**src/sv/buddy_block_allocator_defines.svh**
```systemverilog
// Assertion macros for the buddy block allocator.
// Included by the modules that carry assertions; no dependencies.
`ifndef BUDDY_BLOCK_ALLOCATOR_DEFINES_SVH
`define BUDDY_BLOCK_ALLOCATOR_DEFINES_SVH
`ifndef SYNTHESIS
`define BBA_ASSERT(lbl, prop) \
  lbl: assert property (@(posedge clk) disable iff (!rst_n) prop) \
    else $error("buddy allocator assertion failed");
`define BBA_ASSERT_ALWAYS(lbl, prop) \
  lbl: assert property (@(posedge clk) prop) \
    else $error("buddy allocator assertion failed");
`else
`define BBA_ASSERT(lbl, prop)
`define BBA_ASSERT_ALWAYS(lbl, prop)
`endif
`endif

```
**src/sv/bba_pkg.sv**
```systemverilog
// Package of the buddy block allocator: sizes, entry layout, status codes
// and the command and status types between controller and datapath.
`timescale 1ns / 1ps
package bba_pkg;
  localparam int POOL_BLOCKS_LOG2 = 10;
  localparam int BLOCK_BYTES_LOG2 = 6;
  localparam int IDX_W = POOL_BLOCKS_LOG2;
  localparam int NBLK = 1 << POOL_BLOCKS_LOG2;
  localparam int ORD_W = 5;
  localparam int TOP_ORDER = POOL_BLOCKS_LOG2;
  localparam logic [ORD_W-1:0] TOP_ORD = ORD_W'(POOL_BLOCKS_LOG2);
  localparam logic [63:0] POOL_BYTES = 64'(1) << (POOL_BLOCKS_LOG2 + BLOCK_BYTES_LOG2);

  localparam logic [1:0] ST_OK = 2'd0;
  localparam logic [1:0] ST_FAIL = 2'd1;
  localparam logic [1:0] ST_IGNORED = 2'd2;

  typedef struct packed {
    logic             free;
    logic             used;
    logic [ORD_W-1:0] order;
  } entry_t;

  typedef enum logic [3:0] {
    DP_NOP, DP_CLR, DP_LOAD, DP_SCAN, DP_PICK, DP_SPLIT, DP_GRANT,
    DP_FRD, DP_FCHK, DP_BRD, DP_BCHK, DP_FFIN
  } dp_op_t;

  typedef struct packed {
    dp_op_t     op;
    logic       res_load;
    logic [1:0] res_status;
    logic       res_grant;
  } dp_cmd_t;

  typedef struct packed {
    logic clr_done;
    logic scan_last;
    logic pick_ok;
    logic split_done;
    logic used_ok;
    logic at_top;
    logic merge;
    logic kind;
    logic too_big;
    logic oob;
  } dp_stat_t;
endpackage

```
**src/sv/bba_controller.sv**
```systemverilog
// Controller state machine of the buddy block allocator: sequences the
// datapath and runs the channel handshakes. Uses bba_pkg and the defines.
`timescale 1ns / 1ps
`include "buddy_block_allocator_defines.svh"
module bba_controller (
  input  logic              clk,
  input  logic              rst_n,
  input  logic              in_valid,
  output logic              in_ready,
  output logic              out_valid,
  input  logic              out_ready,
  output bba_pkg::dp_cmd_t  cmd,
  input  bba_pkg::dp_stat_t stat
);
  import bba_pkg::*;

  typedef enum logic [3:0] {
    S_CLR, S_IDLE, S_DISP, S_SCAN, S_DRAIN, S_PICK, S_PCHK, S_SPLIT,
    S_GRANT, S_FRD, S_FCHK, S_BRD, S_BCHK, S_FFIN, S_RES
  } state_t;

  state_t     state_r;
  logic       out_valid_r;
  logic [1:0] res_code_r;
  logic       res_grant_r;
  logic       res_load;

  assign in_ready = (state_r == S_IDLE);
  assign out_valid = out_valid_r;
  assign res_load = (state_r == S_RES) && (!out_valid_r || out_ready);

  always_comb begin
    cmd.op = DP_NOP;
    cmd.res_load = res_load;
    cmd.res_status = res_code_r;
    cmd.res_grant = res_grant_r;
    case (state_r)
      S_CLR: cmd.op = DP_CLR;
      S_IDLE: cmd.op = in_valid ? DP_LOAD : DP_NOP;
      S_SCAN: cmd.op = DP_SCAN;
      S_PICK: cmd.op = DP_PICK;
      S_SPLIT: cmd.op = DP_SPLIT;
      S_GRANT: cmd.op = DP_GRANT;
      S_FRD: cmd.op = DP_FRD;
      S_FCHK: cmd.op = DP_FCHK;
      S_BRD: cmd.op = DP_BRD;
      S_BCHK: cmd.op = DP_BCHK;
      S_FFIN: cmd.op = DP_FFIN;
      default: cmd.op = DP_NOP;
    endcase
  end

  always_ff @(posedge clk) begin
    if (!rst_n) begin
      state_r <= S_CLR;
      out_valid_r <= 1'b0;
      res_code_r <= ST_OK;
      res_grant_r <= 1'b0;
    end else begin
      if (res_load) out_valid_r <= 1'b1;
      else if (out_ready) out_valid_r <= 1'b0;
      case (state_r)
        S_CLR: if (stat.clr_done) state_r <= S_IDLE;
        S_IDLE: if (in_valid) state_r <= S_DISP;
        S_DISP: begin
          res_grant_r <= 1'b0;
          if (!stat.kind) begin
            res_code_r <= ST_FAIL;
            state_r <= stat.too_big ? S_RES : S_SCAN;
          end else begin
            res_code_r <= ST_IGNORED;
            state_r <= stat.oob ? S_RES : S_FRD;
          end
        end
        S_SCAN: if (stat.scan_last) state_r <= S_DRAIN;
        S_DRAIN: state_r <= S_PICK;
        S_PICK: state_r <= S_PCHK;
        S_PCHK: state_r <= stat.pick_ok ? S_SPLIT : S_RES;
        S_SPLIT: if (stat.split_done) state_r <= S_GRANT;
        S_GRANT: begin
          res_code_r <= ST_OK;
          res_grant_r <= 1'b1;
          state_r <= S_RES;
        end
        S_FRD: state_r <= S_FCHK;
        S_FCHK: state_r <= stat.used_ok ? S_BRD : S_RES;
        S_BRD: state_r <= stat.at_top ? S_FFIN : S_BCHK;
        S_BCHK: state_r <= stat.merge ? S_BRD : S_FFIN;
        S_FFIN: begin
          res_code_r <= ST_OK;
          state_r <= S_RES;
        end
        S_RES: if (res_load) state_r <= S_IDLE;
        default: state_r <= S_IDLE;
      endcase
    end
  end

  `BBA_ASSERT(a_no_accept_clearing, (state_r == S_CLR) |-> !in_ready)
  `BBA_ASSERT(a_grant_then_result, (cmd.op == DP_GRANT) |=> (state_r == S_RES))
  `BBA_ASSERT(a_load_into_free_slot, res_load |-> (!out_valid_r || out_ready))
  `BBA_ASSERT_ALWAYS(a_reset_drops_result, !rst_n |=> !out_valid)
endmodule

```
**config.mk**
```make
export PLATFORM = sky130hd
export DESIGN_NAME = bba_controller
export DESIGN_NICKNAME = d
export VERILOG_FILES = /design/src/sv/bba_pkg.sv /design/src/sv/bba_controller.sv
export VERILOG_INCLUDE_DIRS = /design/src /design/src/sv
export SDC_FILE = /design/constraint.sdc
export NUM_CORES = 1
export LEC_CHECK = 0
export BUFFER_PORTS_ARGS = -buffer_cell sky130_fd_sc_hd__buf_4
export CAP_MARGIN = 20
export CORE_MARGIN = 4
export CORE_UTILIZATION = 30
export CTS_CLUSTER_DIAMETER = 60
export DETAILED_ROUTE_END_ITERATION = 7
export SLEW_MARGIN = 20
export SYNTH_ARGS = -nofsm -noshare
export SYNTH_HDL_FRONTEND = slang
export SYNTH_SLANG_ARGS = --single-unit
```
**constraint.sdc**
```tcl
create_clock -name clk -period 3.61 [get_ports clk]
set_input_delay 0.722 -clock clk [delete_from_list [all_inputs] [get_ports clk]]
set_output_delay 0.722 -clock clk [all_outputs]
set_load 0.01 [all_outputs]
```
==> impl_table.tex <==
\begin{tabular}{lr}
\hline
Metric & Value \\
\hline
\multicolumn{2}{l}{\textbf{Logic synthesis}} \\
\quad EDFF count, synth & 0 \\
\quad Total of flip-flops plus latches after synthesis & 8 \\
\quad Post-synthesis sequential area ratio & a little under a quarter \\
\quad Cell area after synthesis & $\sim$700 um2 \\
\quad Post-Synthesis Cells & 99 \\
\quad Yosys warns & 0 \\
\quad Net count after synthesis & 113 \\
\quad Fraction of registers with async set/reset & 0\% \\
\quad Count of distinct cell types in the synthesized netlist & 38 \\
\quad Most common flop cell mapped by yosys & dfxtp\_1 \\
\quad Avg Cell Area, Syn & 7.08 um2 \\
\multicolumn{2}{l}{\textbf{Setup path}} \\
\quad Critical path data required time & 2.89 ns \\
\quad Type of origin of the critical path & register \\
\quad Number of cells on the worst reg-to-reg path & 5 \\
\quad Most numerous cell on the critical path & o21ai\_0 \\
\quad Cell depth of the worst setup path & 5 \\
\quad Cell-by-cell listing of the critical path & inv\_1 -> nor2\_1 -> o21ai\_0 -> o21ai\_0 -> buf\_4 \\
\quad Total buffers and inverters traversed by the critical path & 2 \\
\quad Largest delay contributor family on the critical path & flip-flops \\
\quad Slowest cell on crit path & dfxtp\_1 \\
\quad Nature of the critical path endpoint & output port \\
\quad Kind of critical path & reg2out \\
\quad Endpoint of the worst register-to-register path & state\_r[1]\$\_SDFFE\_PN0P\_ \\
\quad Source of the critical timing path & state\_r[0]\$\_SDFFE\_PN0P\_ \\
\quad Origin of the critical flop-to-flop path & state\_r[2]\$\_SDFFE\_PN0P\_ \\
\quad Critical path data arrival time & 1.88 ns \\
\quad Stage delay of the slowest cell on the critical path & approximately 0.70 ns \\
\quad Critical path peak fanout & 18 \\
\quad Setup crit end & cmd[5] \\
\quad Setup slack, reg-to-reg & 1.54 ns \\
\multicolumn{2}{l}{\textbf{GRT}} \\
\quad Pin count of the biggest net entering global routing & 25 \\
\quad GRT Resource Usage Total & about an eighth \\
\quad Initial antenna violation count & 0 \\
\quad Number of global-route vias before repair & between 600 and 700 \\
\quad First-pass GRT wire length & 3190 um \\
\quad Global route total overflow & 0 \\
\multicolumn{2}{l}{\textbf{Floorplan}} \\
\quad I/O pin count & 24 \\
\quad Die extent in x & between 50 and 60 um \\
\quad Core Footprint & 2210 um2 \\
\quad Initial core utilization & 31.7\% \\
\quad Total die area & 3170 um2 \\
\quad Vert. Die Dim & $\sim$56 um \\
\quad Number of standard-cell rows in the floorplan & 17 \\
\multicolumn{2}{l}{\textbf{STA}} \\
\quad Unrepaired setup endpoints after global routing & no \\
\quad Max frequency & $\sim$380 MHz \\
\quad Final worst clock skew & 0.00803 ns \\
\quad Final min period & approximately 2.6 ns \\
\quad Final slew viol count & 0 \\
\quad Final sum of negative setup slack & 0 ns \\
\quad Number of hold-slack violations in the final timing report & 0 \\
\quad Final cycle utilization of the critical path & 72.2\% \\
\quad Worst-case hold slack & 0.488 ns \\
\quad Final setup violation count & 0 \\
\quad Max\_slew headroom & 51.3\% \\
\quad Slew @ Worst Pin & 0.729 ns \\
\multicolumn{2}{l}{\textbf{Route}} \\
\quad Routed Wire Length & around 2000 um \\
\quad Total number of vias & 793 \\
\quad DRT Pass-1 Iters & 4 \\
\quad DRC & 0 \\
\quad Wirelength per Cell & $\sim$14 um \\
\quad Antenna-violating nets left & 0 \\
\quad Number of DRC violations after detailed-routing iteration 0 & 35 \\
\quad DR vias/cell & 5.55 \\
\multicolumn{2}{l}{\textbf{Layout}} \\
\quad Number of nets in the final layout & 131 \\
\quad Fraction of final layout cells with drive strength greater than 1 & 24.3\% \\
\quad Commonest cells after routing, fill and taps aside & 23 x buf\_4, 9 x nand2\_1, 9 x nor2\_1 \\
\quad Synth-to-Final Area Change & 25.5\% \\
\quad Leading cell type in the layout, fill and taps excluded & buf\_4 \\
\quad Antenna diode count & 0 \\
\multicolumn{2}{l}{\textbf{CTS}} \\
\quad Clk Latency, worst-skew pair & 0.25 ns \\
\quad Clock sink total & 8 \\
\quad CTS hold repair buffers & 0 \\
\quad Number of resized instances in the post-cts repair step & 0 \\
\quad Max H-tree Level & 1 \\
\quad Clock buffer depth & 2 \\
\quad Total CTS buffers & 3 \\
\quad Number of buffers inserted by post-CTS setup repair & 0 \\
\quad Clock tree from TritonCTS & done \\
\quad Clock Root Buffer & clkbuf\_4 \\
\quad Clock Pin Slew Worst Setup and Hold Paths & $\sim$0.060 ns \\
\multicolumn{2}{l}{\textbf{Min path}} \\
\quad HP Class & reg2reg \\
\multicolumn{2}{l}{\textbf{Placement}} \\
\quad Number of buffers inserted by port buffering & 23 \\
\quad DP HPWL & 1430 um \\
\quad Gp weighted congestion & between 0.8 and 0.9 \\
\multicolumn{2}{l}{\textbf{Power and ir drop}} \\
\quad Power density relative to cell area & 717 nW/um2 \\
\quad VDD IR max & $\sim$0.48 mV \\
\quad Cell leakage power & $\sim$0.35 nW \\
\multicolumn{2}{l}{\textbf{Status}} \\
\quad Outcome & completed \\
\multicolumn{2}{l}{\textbf{Run}} \\
\quad Max-cap check violation count & 0 \\
\hline
\end{tabular}
-- registers in the layout (all words and copies together) (netlist names) --
register     flops
out_valid        1
res_code_r       2
res_grant_r      1
state_r          4
-- worst min-delay path: cells and delay by family (launching register included) --
| family | cells | cell delay, ns |
|---|---|---|
| flops | 1 | 0.30 |
| compound gates | 2 | 0.14 |
-- per-stage QoR --
step / power, mW / instance area [um2] / utilization, % / setup slack (ns) / cells
6_report: 0.630 / 880 / 39.8 / 1.00 / 143
5_1_grt: 0.688 / 880 / 39.8 / 0.794 / 143
4_1_cts: 0.630 / 880 / 39.8 / 1.04 / 143
3_5_place_dp: 0.559 / 857 / 38.7 / 1.34 / 140
3_3_place_gp: 0.562 / 857 / 38.7 / 1.36 / 140
2_1_floorplan: 0.448 / 701 / - / 1.73 / 99
-- final cells by class --
class / instances / area [um2]
inverters: 3 / 11.3
flip-flops and latches: 8 / 160
repair buffers: 23 / 173
multi-input cells: 78 / 478
fillers: 245 / 1330
well taps: 28 / 35.0
clock buffers: 3 / 22.5
-- how the worst min path moves through the flow --
stage	start	to	slack (ns)	cells past startpoint
after global routing	res_code_r[1]$_SDFFE_PN0P_	res_code_r[1]$_SDFFE_PN0P_	0.53	2
after detailed placement	res_code_r[1]$_SDFFE_PN0P_	res_code_r[1]$_SDFFE_PN0P_	0.48	2
after floorplan	res_grant_r$_SDFFE_PN0P_	res_grant_r$_SDFFE_PN0P_	0.46	2
after CTS	res_code_r[1]$_SDFFE_PN0P_	res_code_r[1]$_SDFFE_PN0P_	0.49	2
final	res_code_r[1]$_SDFFE_PN0P_	res_code_r[1]$_SDFFE_PN0P_	0.49	2
after global placement	res_code_r[1]$_SDFFE_PN0P_	res_code_r[1]$_SDFFE_PN0P_	0.49	2
-- Yosys cell counts (all sizes together) (2+ instances only) --
cell    count  area (um2)
nand2       9        33.8
nor2        9        33.8
a21oi       7        35.0
dfxtp       8         160
o21a        2        15.0
o22ai       2        12.5
a21boi      3        22.5
and2        3        18.8
nor2b       4        25.0
nor4        3        18.8
buf         8        43.8
nand3       2        10.0
nor3        3        15.0
o21ai       8        40.0
clkbuf      2        7.51
inv         3        11.3
mux2i       3        30.0
o31ai       3        22.5
-- logic make-up after synthesis --
group	after synthesis	synth area share (%)
buffers and inverters	13	8.93
AND/OR/NAND/NOR	39	28.4
XOR/XNOR	1	1.25
flip-flops	8	22.9
AO/OA/AOI/OAI	35	34.3
multiplexers	3	4.29
-- power by group --
group          internal (mW)  switching, mW  total (mW)
Clock                 0.0380         0.0291      0.0670
Sequential             0.115         0.0942       0.209
Combinational          0.175          0.179       0.354
Total                  0.328          0.302       0.630
-- per-layer routing --
metal  global-route usage [%]  vias to the layer above  routed length (um)
li1                         -                      396                   -
met5                        0                        -                   0
met3                     2.53                        4                  99
met4                     6.10                        0                  30
met2                     19.2                       31                 960
met1                     16.7                      362                 876
Power figures use the tool's default switching activity.
